[config.mk]
export PLATFORM = sky130hd
export DESIGN_NAME = ipv4_dotted_address_parser_core
export DESIGN_NICKNAME = d
export VERILOG_FILES = /design/src/rtl/core/ipv4p_pkg.sv /design/src/rtl/core/ipv4_dotted_address_parser_core.sv /design/src/rtl/core/ipv4p_front.sv /design/src/rtl/core/ipv4p_queue.sv /design/src/rtl/core/ipv4p_back.sv
export SDC_FILE = /design/constraint.sdc
export NUM_CORES = 1
export LEC_CHECK = 0
export BUFFER_PORTS_ARGS = -buffer_cell sky130_fd_sc_hd__buf_2
export CORE_MARGIN = 1.5
export CORE_UTILIZATION = 30
export CTS_CLUSTER_DIAMETER = 50
export DETAILED_ROUTE_END_ITERATION = 7
export SETUP_SLACK_MARGIN = 0.02
export SYNTH_ARGS = -nofsm -noshare
export SYNTH_HDL_FRONTEND = slang
export SYNTH_SLANG_ARGS = --single-unit
[constraint.sdc]
create_clock -name aclk -period 18.3 [get_ports aclk]
set_clock_uncertainty 0.2 [all_clocks]
set_input_delay 3.66 -clock aclk [delete_from_list [all_inputs] [get_ports aclk]]
set_output_delay 3.66 -clock aclk [all_outputs]
set_load 0.05 [all_outputs]
[src/rtl/core/ipv4p_pkg.sv]
`timescale 1ns / 1ps

package ipv4p_pkg;

    // Default number of entries in the queue between front and back.
    localparam int QUEUE_DEPTH = 4;

    // Character classes found by the front end.
    typedef enum logic [2:0] {
        CLS_DIGIT,
        CLS_HEX_LETTER,
        CLS_DOT,
        CLS_X,
        CLS_TERM,
        CLS_OTHER
    } char_class_t;

    // Parser phases.
    typedef enum logic [1:0] {
        PH_IDLE,
        PH_START,
        PH_ZERO,
        PH_DIGITS
    } phase_t;

    // Number base of the part being collected.
    typedef enum logic [1:0] {
        BASE_DEC,
        BASE_OCT,
        BASE_HEX
    } base_t;

    // Error codes reported with each result.
    typedef enum logic [2:0] {
        ERR_NONE,
        ERR_NO_DIGIT,
        ERR_TOO_MANY,
        ERR_TOO_BIG,
        ERR_BAD_TRAIL
    } err_t;

    // One classified character, as it waits in the queue.
    typedef struct packed {
        logic        first;
        char_class_t cls;
        logic [3:0]  value;
    } qitem_t;

    // One parse result.
    typedef struct packed {
        logic        ok;
        err_t        err;
        logic [31:0] address;
        logic [2:0]  count;
    } result_t;

endpackage

[src/rtl/core/ipv4_dotted_address_parser_core.sv]
`timescale 1ns / 1ps

// Channel   Direction  tdata (low bit first)                         tuser
// s_axis    in         char_code[7:0]                                first_char
// m_axis    out        ok, error_kind[2:0], address[31:0],           -
//                      part_count[2:0], one zero pad bit
//
// One character is taken per cycle while the queue is not full; the back end
// parses one per cycle while m_axis does not stall. A result is registered once
// the terminating or failing character leaves the queue. Reset is synchronous
// and empties the queue, clears parser state and the output valid flag. A stalled
// m_axis holds the result; characters enter until the QUEUE_DEPTH-entry queue fills.

module ipv4_dotted_address_parser_core #(
    parameter int QUEUE_DEPTH = ipv4p_pkg::QUEUE_DEPTH
) (
    input  logic        aclk,
    input  logic        aresetn,
    input  logic        s_axis_tvalid,
    output logic        s_axis_tready,
    input  logic        s_axis_tuser,    // [0] first_char
    input  logic [7:0]  s_axis_tdata,    // [7:0] char_code
    output logic        m_axis_tvalid,
    input  logic        m_axis_tready,
    output logic [39:0] m_axis_tdata     // [0] ok, [3:1] error_kind, [35:4] address,
                                         // [38:36] part_count, [39] zero
);

    ipv4p_pkg::qitem_t  push_item;
    ipv4p_pkg::qitem_t  pop_item;
    ipv4p_pkg::result_t result;
    logic               q_full;
    logic               q_push;
    logic               q_pop;
    logic               q_valid;

    ipv4p_front u_front (
        .s_axis_tvalid (s_axis_tvalid),
        .s_axis_tready (s_axis_tready),
        .s_axis_tuser  (s_axis_tuser),
        .s_axis_tdata  (s_axis_tdata),
        .q_full        (q_full),
        .q_push        (q_push),
        .q_item        (push_item)
    );

    ipv4p_queue #(
        .DEPTH (QUEUE_DEPTH)
    ) u_queue (
        .aclk      (aclk),
        .aresetn   (aresetn),
        .push      (q_push),
        .push_item (push_item),
        .full      (q_full),
        .pop       (q_pop),
        .pop_valid (q_valid),
        .pop_item  (pop_item)
    );

    ipv4p_back u_back (
        .aclk          (aclk),
        .aresetn       (aresetn),
        .q_valid       (q_valid),
        .q_item        (pop_item),
        .q_pop         (q_pop),
        .m_axis_tvalid (m_axis_tvalid),
        .m_axis_tready (m_axis_tready),
        .m_result      (result)
    );

    // Pack the result fields, first field in the lowest bits.
    assign m_axis_tdata = {1'b0, result.count, result.address, result.err, result.ok};

endmodule

[src/rtl/core/ipv4p_front.sv]
`timescale 1ns / 1ps

module ipv4p_front (
    input  logic               s_axis_tvalid,
    output logic               s_axis_tready,
    input  logic               s_axis_tuser,   // [0] first_char
    input  logic [7:0]         s_axis_tdata,   // [7:0] char_code
    input  logic               q_full,
    output logic               q_push,
    output ipv4p_pkg::qitem_t  q_item
);

    logic [7:0] ch;

    assign ch            = s_axis_tdata;
    assign s_axis_tready = !q_full;
    assign q_push        = s_axis_tvalid && !q_full;

    // Sort the character into a class and extract its digit value.
    always_comb begin
        q_item.first = s_axis_tuser;
        q_item.value = 4'd0;
        if (ch inside {[8'h30:8'h39]}) begin
            q_item.cls   = ipv4p_pkg::CLS_DIGIT;
            q_item.value = 4'(ch - 8'h30);
        end else if (ch inside {[8'h61:8'h66]}) begin
            q_item.cls   = ipv4p_pkg::CLS_HEX_LETTER;
            q_item.value = 4'(ch - 8'h57);
        end else if (ch inside {[8'h41:8'h46]}) begin
            q_item.cls   = ipv4p_pkg::CLS_HEX_LETTER;
            q_item.value = 4'(ch - 8'h37);
        end else if (ch == 8'h2E) begin
            q_item.cls = ipv4p_pkg::CLS_DOT;
        end else if (ch == 8'h78 || ch == 8'h58) begin
            q_item.cls = ipv4p_pkg::CLS_X;
        end else if (ch inside {8'h00, 8'h20, [8'h09:8'h0D]}) begin
            q_item.cls = ipv4p_pkg::CLS_TERM;
        end else begin
            q_item.cls = ipv4p_pkg::CLS_OTHER;
        end
    end

endmodule

[src/rtl/core/ipv4p_queue.sv]
`timescale 1ns / 1ps

module ipv4p_queue #(
    parameter int DEPTH = ipv4p_pkg::QUEUE_DEPTH
) (
    input  logic               aclk,
    input  logic               aresetn,
    input  logic               push,
    input  ipv4p_pkg::qitem_t  push_item,
    output logic               full,
    input  logic               pop,
    output logic               pop_valid,
    output ipv4p_pkg::qitem_t  pop_item
);

    localparam int PTR_W = $clog2(DEPTH);
    localparam int CNT_W = $clog2(DEPTH + 1);

    ipv4p_pkg::qitem_t  entry_reg [DEPTH];
    logic [PTR_W-1:0]   wr_ptr_reg, wr_ptr_next;
    logic [PTR_W-1:0]   rd_ptr_reg, rd_ptr_next;
    logic [CNT_W-1:0]   count_reg, count_next;

    assign full      = (count_reg == CNT_W'(DEPTH));
    assign pop_valid = (count_reg != '0);
    assign pop_item  = entry_reg[rd_ptr_reg];

    // Pointer and fill count updates.
    always_comb begin
        wr_ptr_next = wr_ptr_reg;
        rd_ptr_next = rd_ptr_reg;
        count_next  = count_reg;
        if (push) begin
            wr_ptr_next = (wr_ptr_reg == PTR_W'(DEPTH - 1)) ? '0 : wr_ptr_reg + 1'b1;
        end
        if (pop) begin
            rd_ptr_next = (rd_ptr_reg == PTR_W'(DEPTH - 1)) ? '0 : rd_ptr_reg + 1'b1;
        end
        if (push && !pop) begin
            count_next = count_reg + 1'b1;
        end else if (pop && !push) begin
            count_next = count_reg - 1'b1;
        end
    end

    always_ff @(posedge aclk) begin
        if (!aresetn) begin
            wr_ptr_reg <= '0;
            rd_ptr_reg <= '0;
            count_reg  <= '0;
        end else begin
            wr_ptr_reg <= wr_ptr_next;
            rd_ptr_reg <= rd_ptr_next;
            count_reg  <= count_next;
        end
    end

    // Entry storage needs no reset.
    always_ff @(posedge aclk) begin
        if (push) begin
            entry_reg[wr_ptr_reg] <= push_item;
        end
    end

    a_count_bound: assert property (@(posedge aclk) disable iff (!aresetn)
        count_reg <= CNT_W'(DEPTH))
        else $error("queue fill count exceeds depth");

    a_pop_nonempty: assert property (@(posedge aclk) disable iff (!aresetn)
        pop |-> pop_valid)
        else $error("queue popped while empty");

    a_push_counts: assert property (@(posedge aclk) disable iff (!aresetn)
        (push && !pop) |=> count_reg == $past(count_reg) + 1'b1)
        else $error("queue count did not follow a push");

endmodule

[src/rtl/core/ipv4p_back.sv]
`timescale 1ns / 1ps

module ipv4p_back (
    input  logic               aclk,
    input  logic               aresetn,
    input  logic               q_valid,
    input  ipv4p_pkg::qitem_t  q_item,
    output logic               q_pop,
    output logic               m_axis_tvalid,
    input  logic               m_axis_tready,
    output ipv4p_pkg::result_t m_result
);

    ipv4p_pkg::phase_t  phase_reg, phase_next;
    ipv4p_pkg::base_t   base_reg, base_next;
    logic [31:0]        value_reg, value_next;
    logic [31:0]        saved_reg [3];
    logic [31:0]        save_data;
    logic               save_en;
    logic [1:0]         parts_reg, parts_next;
    logic               out_valid_reg, out_valid_next;
    ipv4p_pkg::result_t out_reg, out_next;

    // Working copies after a first-character restart.
    ipv4p_pkg::phase_t  ph;
    ipv4p_pkg::base_t   dbase;
    logic [31:0]        val;
    logic [1:0]         parts;
    logic [31:0]        shifted;
    logic [31:0]        high_bits;
    logic               too_big;
    logic               emit;

    assign q_pop         = q_valid && (!out_valid_reg || m_axis_tready);
    assign m_axis_tvalid = out_valid_reg;
    assign m_result      = out_reg;

    // Upper bytes from the saved parts, and range check of the last part.
    // Earlier parts are ORed in at bits 24, 16 and 8; the first keeps only its
    // low byte, but a large middle part spills into the bytes above it.
    always_comb begin
        high_bits = 32'd0;
        too_big   = 1'b0;
        case (parts)
            2'd1: begin
                high_bits = {saved_reg[0][7:0], 24'd0};
                too_big   = (val[31:24] != 8'd0);
            end
            2'd2: begin
                high_bits = {saved_reg[0][7:0], 24'd0} | {saved_reg[1][15:0], 16'd0};
                too_big   = (val[31:16] != 16'd0);
            end
            2'd3: begin
                high_bits = {saved_reg[0][7:0], 24'd0} | {saved_reg[1][15:0], 16'd0}
                          | {saved_reg[2][23:0], 8'd0};
                too_big   = (val[31:8] != 24'd0);
            end
            default: begin
                high_bits = 32'd0;
                too_big   = 1'b0;
            end
        endcase
    end

    // Parser step for one classified character.
    always_comb begin
        ph    = q_item.first ? ipv4p_pkg::PH_START : phase_reg;
        dbase = q_item.first ? ipv4p_pkg::BASE_DEC : base_reg;
        val   = q_item.first ? 32'd0 : value_reg;
        parts = q_item.first ? 2'd0 : parts_reg;

        phase_next = ph;
        base_next  = dbase;
        value_next = val;
        parts_next = parts;
        save_en    = 1'b0;
        save_data  = val;
        emit       = 1'b0;
        out_next   = '{ok: 1'b0, err: ipv4p_pkg::ERR_NONE, address: 32'd0,
                       count: {1'b0, parts} + 3'd1};

        // A leading zero picks hex on x or X, otherwise octal.
        if (ph == ipv4p_pkg::PH_ZERO) begin
            dbase = (q_item.cls == ipv4p_pkg::CLS_X) ? ipv4p_pkg::BASE_HEX
                                                       : ipv4p_pkg::BASE_OCT;
            base_next = dbase;
        end

        case (dbase)
            ipv4p_pkg::BASE_HEX: shifted = {val[27:0], 4'd0};
            ipv4p_pkg::BASE_OCT: shifted = {val[28:0], 3'd0};
            default:             shifted = {val[28:0], 3'd0} + {val[30:0], 1'b0};
        endcase

        case (ph)
            ipv4p_pkg::PH_START: begin
                if (q_item.cls != ipv4p_pkg::CLS_DIGIT) begin
                    emit         = 1'b1;
                    out_next.err = ipv4p_pkg::ERR_NO_DIGIT;
                end else if (q_item.value == 4'd0) begin
                    value_next = 32'd0;
                    phase_next = ipv4p_pkg::PH_ZERO;
                end else begin
                    base_next  = ipv4p_pkg::BASE_DEC;
                    value_next = {28'd0, q_item.value};
                    phase_next = ipv4p_pkg::PH_DIGITS;
                end
            end
            ipv4p_pkg::PH_ZERO, ipv4p_pkg::PH_DIGITS: begin
                phase_next = ipv4p_pkg::PH_DIGITS;
                if (ph == ipv4p_pkg::PH_ZERO && q_item.cls == ipv4p_pkg::CLS_X) begin
                    value_next = val;
                end else if (q_item.cls == ipv4p_pkg::CLS_DIGIT ||
                             (q_item.cls == ipv4p_pkg::CLS_HEX_LETTER &&
                              dbase == ipv4p_pkg::BASE_HEX)) begin
                    value_next = shifted + {28'd0, q_item.value};
                end else if (q_item.cls == ipv4p_pkg::CLS_DOT) begin
                    if (parts == 2'd3) begin
                        emit           = 1'b1;
                        out_next.err   = ipv4p_pkg::ERR_TOO_MANY;
                        out_next.count = 3'd4;
                    end else begin
                        save_en    = 1'b1;
                        parts_next = parts + 2'd1;
                        phase_next = ipv4p_pkg::PH_START;
                    end
                end else if (q_item.cls == ipv4p_pkg::CLS_TERM) begin
                    emit = 1'b1;
                    if (too_big) begin
                        out_next.err = ipv4p_pkg::ERR_TOO_BIG;
                    end else begin
                        out_next.ok      = 1'b1;
                        out_next.address = val | high_bits;
                    end
                end else begin
                    emit         = 1'b1;
                    out_next.err = ipv4p_pkg::ERR_BAD_TRAIL;
                end
            end
            default: begin
                phase_next = ipv4p_pkg::PH_IDLE;
            end
        endcase

        if (emit) begin
            phase_next = ipv4p_pkg::PH_IDLE;
        end
    end

    // Output register valid: loaded on a result, cleared when taken.
    always_comb begin
        if (q_pop && emit) begin
            out_valid_next = 1'b1;
        end else if (m_axis_tready) begin
            out_valid_next = 1'b0;
        end else begin
            out_valid_next = out_valid_reg;
        end
    end

    always_ff @(posedge aclk) begin
        if (!aresetn) begin
            phase_reg     <= ipv4p_pkg::PH_IDLE;
            base_reg      <= ipv4p_pkg::BASE_DEC;
            value_reg     <= 32'd0;
            parts_reg     <= 2'd0;
            out_valid_reg <= 1'b0;
        end else begin
            out_valid_reg <= out_valid_next;
            if (q_pop) begin
                phase_reg <= phase_next;
                base_reg  <= base_next;
                value_reg <= value_next;
                parts_reg <= parts_next;
            end
        end
    end

    // Saved parts and result payload.
    always_ff @(posedge aclk) begin
        if (!aresetn) begin
            saved_reg[0] <= 32'd0;
            saved_reg[1] <= 32'd0;
            saved_reg[2] <= 32'd0;
        end else if (q_pop && save_en) begin
            saved_reg[parts] <= save_data;
        end
    end

    always_ff @(posedge aclk) begin
        if (q_pop && emit) begin
            out_reg <= out_next;
        end
    end

    a_ok_clean: assert property (@(posedge aclk) disable iff (!aresetn)
        (out_valid_reg && out_reg.ok) |->
            (out_reg.err == ipv4p_pkg::ERR_NONE && out_reg.count != 3'd0))
        else $error("successful result carries an error or no parts");

    a_err_zero_addr: assert property (@(posedge aclk) disable iff (!aresetn)
        (out_valid_reg && !out_reg.ok) |->
            (out_reg.address == 32'd0 && out_reg.err != ipv4p_pkg::ERR_NONE))
        else $error("failed result carries an address or no error");

    a_idle_after_emit: assert property (@(posedge aclk) disable iff (!aresetn)
        (q_pop && emit) |=> phase_reg == ipv4p_pkg::PH_IDLE)
        else $error("parser did not go idle after a result");

    a_no_overwrite: assert property (@(posedge aclk) disable iff (!aresetn)
        (out_valid_reg && !m_axis_tready) |-> !q_pop)
        else $error("stalled result could be overwritten");

endmodule
# Word-level counts from Yosys, hierarchy flattened
# Memories as Yosys holds them, arrays and structs flattened. A register that Yosys moved wholly into a read port is not among the register bits.
# Index checks and enable logic that the tools add are counted.
[word_totals]
out_inout_bits = 42
mem_count = 2
ramBits = 128
elab_cells = 171
reg_bits = 85
in_bits = 13
[classes]
bitwise_logic = 5
n_addsub = 11
muxes = 80
n_lt_le_gt_ge = 8
n_reduce_logical = 34
eq_ne = 19
[mem_list]
columns = ["name", "words", "width", "rd", "rd_clocked_by_memory_dff", "wr", "line", "source"]
rows = [
  ["u_back.saved_reg", 3, 32, 3, 0, 3, "ipv4p_back.sv:17", "logic [31:0] saved_reg [3];"],
  ["u_queue.entry_reg", 4, 8, 1, 1, 1, "ipv4p_queue.sv:19", "ipv4p_pkg::qitem_t entry_reg [DEPTH];"],
]
[ops]
columns = ["cell", "count"]
rows = [
  ["32-bit 2-to-1 mux", 8],
  ["32-bit one-hot mux with 2 select lines", 2],
  ["32-bit OR", 3],
  ["32-bit one-hot mux with 3 select lines", 1],
  ["38-bit 2-to-1 mux", 2],
  ["2-bit 2-to-1 mux", 26],
  ["32-bit adder", 1],
  ["32-bit by 4-bit adder with 32-bit output", 1],
  ["32-bit OR reduction", 1],
  ["3-bit 2-to-1 mux", 10],
  ["24-bit nonzero test", 1],
  ["1-bit 2-to-1 mux", 23],
  ["8-bit by 6-bit equality test with 1-bit output, second input constant", 2],
  ["8-bit by 7-bit equality test with 1-bit output, second input constant", 2],
  ["8-bit by 7-bit >= comparator with 1-bit output, second input constant", 2],
  ["8-bit by 7-bit less-or-equal comparator with 1-bit output, second input constant", 2],
  ["16-bit nonzero test", 1],
  ["2-bit equality test, second input constant", 7],
  ["7-bit 2-to-1 mux", 2],
  ["1-bit logical AND", 12],
  ["3-bit nonzero test", 3],
  ["8-bit by 4-bit >= comparator with 1-bit output, second input constant", 1],
  ["8-bit by 6-bit >= comparator with 1-bit output, second input constant", 1],
  ["8-bit by 4-bit less-or-equal comparator with 1-bit output, second input constant", 1],
  ["other kinds (27)", 42],
]

# Logic depth before layout (Yosys ltp)
[logic_depth]
ltp_word = 15
ltp_mapped = 27
mapped_depth_nobuf = 21

# Cells and area by module
# A second synthesis with hierarchy kept.
[hier_totals]
cells_unflattened = 1239
area_unflattened_um2 = 11224.5
[modules_own_cells]
columns = ["module", "n_inst", "seq_area_each_um2", "area_each_um2", "cells_per_inst"]
rows = [
  ["ipv4p_back", 1, 3393.3, 9272.6, 1109],
  ["ipv4p_queue", 1, 1141.1, 1616.6, 86],
  ["ipv4p_front", 1, 0.0, 324.1, 42],
  ["ipv4_dotted_address_parser_core", 1, 0.0, 11.3, 2],
]

# Least setup slack after synthesis
# OpenSTA, ideal clock, no wires.
[synth_path]
kind = "input port to flip-flop"
startpoint = "input m_axis_tready"
endpoint = "register u_back.out_reg, in the netlist u_back.m_result[0] (enable)"
stages = 5
path_buffers = 2
t_required_ps = 17663
path_slack_ps = 11594
setup_ps = 437
t_arrival_ps = 6069
cell_sequence = "nor2b_1 or2_2 clkbuf_1 clkbuf_1 nor2_1"
[synth_via]
elab_chain_cells = 3
[synth_rtl]
columns = ["element", "line", "source"]
rows = [
  ["start, declared", "ipv4_dotted_address_parser_core.sv:24", "input logic m_axis_tready,"],
  ["1-bit logical OR", "ipv4p_back.sv:34", "assign q_pop = q_valid && (!out_valid_reg || m_axis_tready);"],
  ["1-bit logical AND", "ipv4p_back.sv:34", ""],
  ["1-bit logical AND", "ipv4p_back.sv:191", "if (q_pop && emit) begin"],
  ["end signal, assigned", "ipv4p_back.sv:192", "out_reg <= out_next;"],
  ["end, declared", "ipv4p_back.sv:22", "ipv4p_pkg::result_t out_reg, out_next;"],
]
# Every way passes these cells.
# A chain may end at the register's enable or synchronous reset.

==> impl_metrics.json <==
{
  "outcome": "complete, no violations",
  "cts_resized": 0,
  "intPower_w": 0.000746,
  "ys_seq_elements": 167,
  "antenna_found_initial": 0,
  "htreeDepth": 4,
  "portBuffers": 53,
  "maxCapViolations": 0,
  "place_ws_ns": 10.92,
  "path_clk_slew_ns": 0.07,
  "dieArea_sq_mm": 0.0394,
  "via_per_inst": 5.50,
  "post-route-cell-area_sq_mm": 0.0126,
  "cts_root_buf": "clkbuf_16",
  "path_max_fanout": 65,
  "synthArstFlopShare": 0,
  "slew_violations": 0,
  "yosysTopAreaCellShare": 0.312,
  "synth_area_sq_mm": 0.0115,
  "grt_max_degree": 66,
  "critPathLaunchType": "flop",
  "io_pins": 55,
  "clock_sinks": 167,
  "die_h_microns": 198,
  "ant_nets": 0,
  "power.share.sequential": 0.404,
  "timing.final.crit_period_ns": 7.26,
  "seq_area_frac_synth": 0.396,
  "worstSetupPathType": "flop to flop",
  "drt-initial-drc-count": 1067,
  "slew_headroom": 0.260,
  "dp_hpwl_microns": 22800,
  "power.switching_w": 0.000482,
  "remaining_drc_errors": 0,
  "core_area_sq_mm": 0.0377,
  "tritoncts": "built",
  "place.gp.congestion": 0.882,
  "fin_ws_ns": 11.04,
  "vias": 9959,
  "hp-start": "u_back.value_reg[27]",
  "finalSetupViolations": 0,
  "tns_ns": 0,
  "syn_nets": 1347,
  "path_buf_inv": 3,
  "ys_types": 88,
  "p_sw_frac": 0.393,
  "worstPathArrival_ns": 7.40,
  "syn_area_per_cell_sq_um": 8.79,
  "p_leak_nw": 4.14,
  "cpLargestDelayFamily": "simple AND/OR/NAND/NOR gates",
  "yosysMostFrequentCell": "nor2_1",
  "die_w_microns": 198,
  "fmax_mhz": 138,
  "placedInstanceArea_sq_mm": 0.0120,
  "synth_enable_flop_cells": 119,
  "rsz0062_at_grt": "no",
  "power.density_mw_per_mm2": 97.5,
  "grt_pass1_vias": 9393,
  "ctsHoldBuffers": 0,
  "period_share": 0.397,
  "largest_register_ff_count": 48,
  "clkPwrFrac": 0.284,
  "rows": 71,
  "cp.required_ns": 18.44,
  "synthFlopType": "edfxtp_1",
  "slowest_stage": "mux2_2",
  "end_kind": "flop",
  "worstHoldPathType": "flop to flop",
  "drive_gt1_frac": 0.109,
  "diodes": 0,
  "cts.path.max_buffers": 2,
  "timing.hold.ws_ns": 0.276,
  "power_frac_comb": 0.312,
  "netlist_top_cells_count": "nor2_1, edfxtp_1, nand2_1",
  "worstPathCellList": "mux2i_1 -> mux2_2 -> nand2_1 -> or2_2 -> a21oi_1 -> inv_1 -> ha_2 -> buf_4 -> inv_1 -> nor2_2 -> and2_1 -> fa_1 -> a21oi_1 -> or3_4 -> or3_1 -> nor4_4 -> nand3_1 -> nor4_2 -> mux2i_1 -> nand2_1",
  "track_usage": 0.170,
  "utilization": 0.334,
  "grt_pass1_wl_microns": 52400,
  "start_util": 0.304,
  "wirelength_microns": 32800,
  "postSynthCellCount": 1303,
  "drtPass1Iterations": 6,
  "ys_warn_count": 0,
  "synth_top_cell_by_area": "edfxtp_1",
  "cts_buffers": 17,
  "synth.area.top_cells": "edfxtp_1, dfxtp_1, nor2_1",
  "insertion_delay_ns": 0.44,
  "layout.nets": 1332,
  "ir_drop_uv": 66.6,
  "postCtsSetupBuffers": 0,
  "finalHoldViolCount": 0,
  "worst_pin_slew_ns": 1.11,
  "max_stage_delay_ns": 0.73,
  "grt_overflow": 0,
  "areaGrowthSynthToFinish_pct": 9.92,
  "drt-wirelength-per-cell_microns": 18.1
}
[power groups by stage]
stage | clock [W] | combinational [W] | sequential, W
floorplan | 0 | 0.000177 | 0.000619
global placement | 0 | 0.000380 | 0.000505
detailed placement | 0 | 0.000383 | 0.000506
CTS | 0.000353 | 0.000384 | 0.000498
global route | 0.000369 | 0.000409 | 0.000503
finish | 0.000348 | 0.000383 | 0.000496
[kinds of logic (layout without fill, tap and decap cells)]
logic type,Yosys count,count (layout),synth area share
flops,167,167,0.396
buf+inv,136,133,0.0486
other cells,1,1,0.000327
compound gates,389,389,0.228
mux,25,25,0.0309
simple gates,500,500,0.220
fa+ha+maj,32,32,0.0360
xor+xnor,53,53,0.0405
[per-stage QoR]
step	instances	total power, W
after floorplan	1303	0.000796
after global placement	1780	0.000885
after detailed placement	1780	0.000888
after CTS	1811	0.00123
after global routing	1811	0.00128
final	1811	0.00123
[final timing paths]
kind | cells after the start | end | slack, ns
worst max register to register | 20 | u_back.value_reg[31] | 11.04
worst min-delay path | 2 | u_back.value_reg[27] | 0.28
worst min register to register | 2 | u_back.value_reg[27] | 0.28
worst max-delay path | 20 | u_back.value_reg[31] | 11.04
[final cells by class]
cell class,count,area [sq um]
fill,3902,25100
multi-input combinational,1000,6380
sequential,167,4530
tap,511,639
clock buffer,17,425
timing repair buffer,65,355
inverter,37,139
clock inverter,14,124
[cell usage in the layout (no fill, tap or decap), drive strengths merged, types with 12 or more instances in the layout]
| cell type | netlist | layout |
|---|---|---|
| nor2 | 149 | 149 |
| nand2 | 119 | 119 |
| edfxtp | 119 | 119 |
| o21ai | 100 | 100 |
| a21oi | 78 | 78 |
| buf | 45 | 65 |
| dfxtp | 48 | 48 |
| nor3 | 43 | 43 |
| nor2b | 41 | 41 |
| inv | 37 | 41 |
| a22oi | 39 | 39 |
| xnor2 | 38 | 38 |
| ha | 29 | 29 |
| nand3 | 27 | 27 |
| a221oi | 24 | 24 |
| and2 | 19 | 19 |
| and3 | 17 | 17 |
| clkbuf | 54 | 17 |
| nand3b | 16 | 16 |
| nor4 | 16 | 16 |
| xor2 | 15 | 15 |
| mux2i | 14 | 14 |
| o21a | 14 | 14 |
| a31oi | 13 | 13 |
| a21o | 13 | 13 |
| or3 | 12 | 12 |
| o31ai | 12 | 12 |
[tightest hold or removal path, stage by stage, from the launching register on]
cell and delay, ns:
dfxtp_1 0.33, nand2_1 0.06, o21ai_1 0.05
[metal layers]
layer,share of wire,GRT usage
met5,0,0
met4,0.022,0.0589
met1,0.45,0.232
met3,0.059,0.0293
met2,0.47,0.273
Note: power is estimated with default switching activity, not from simulation.
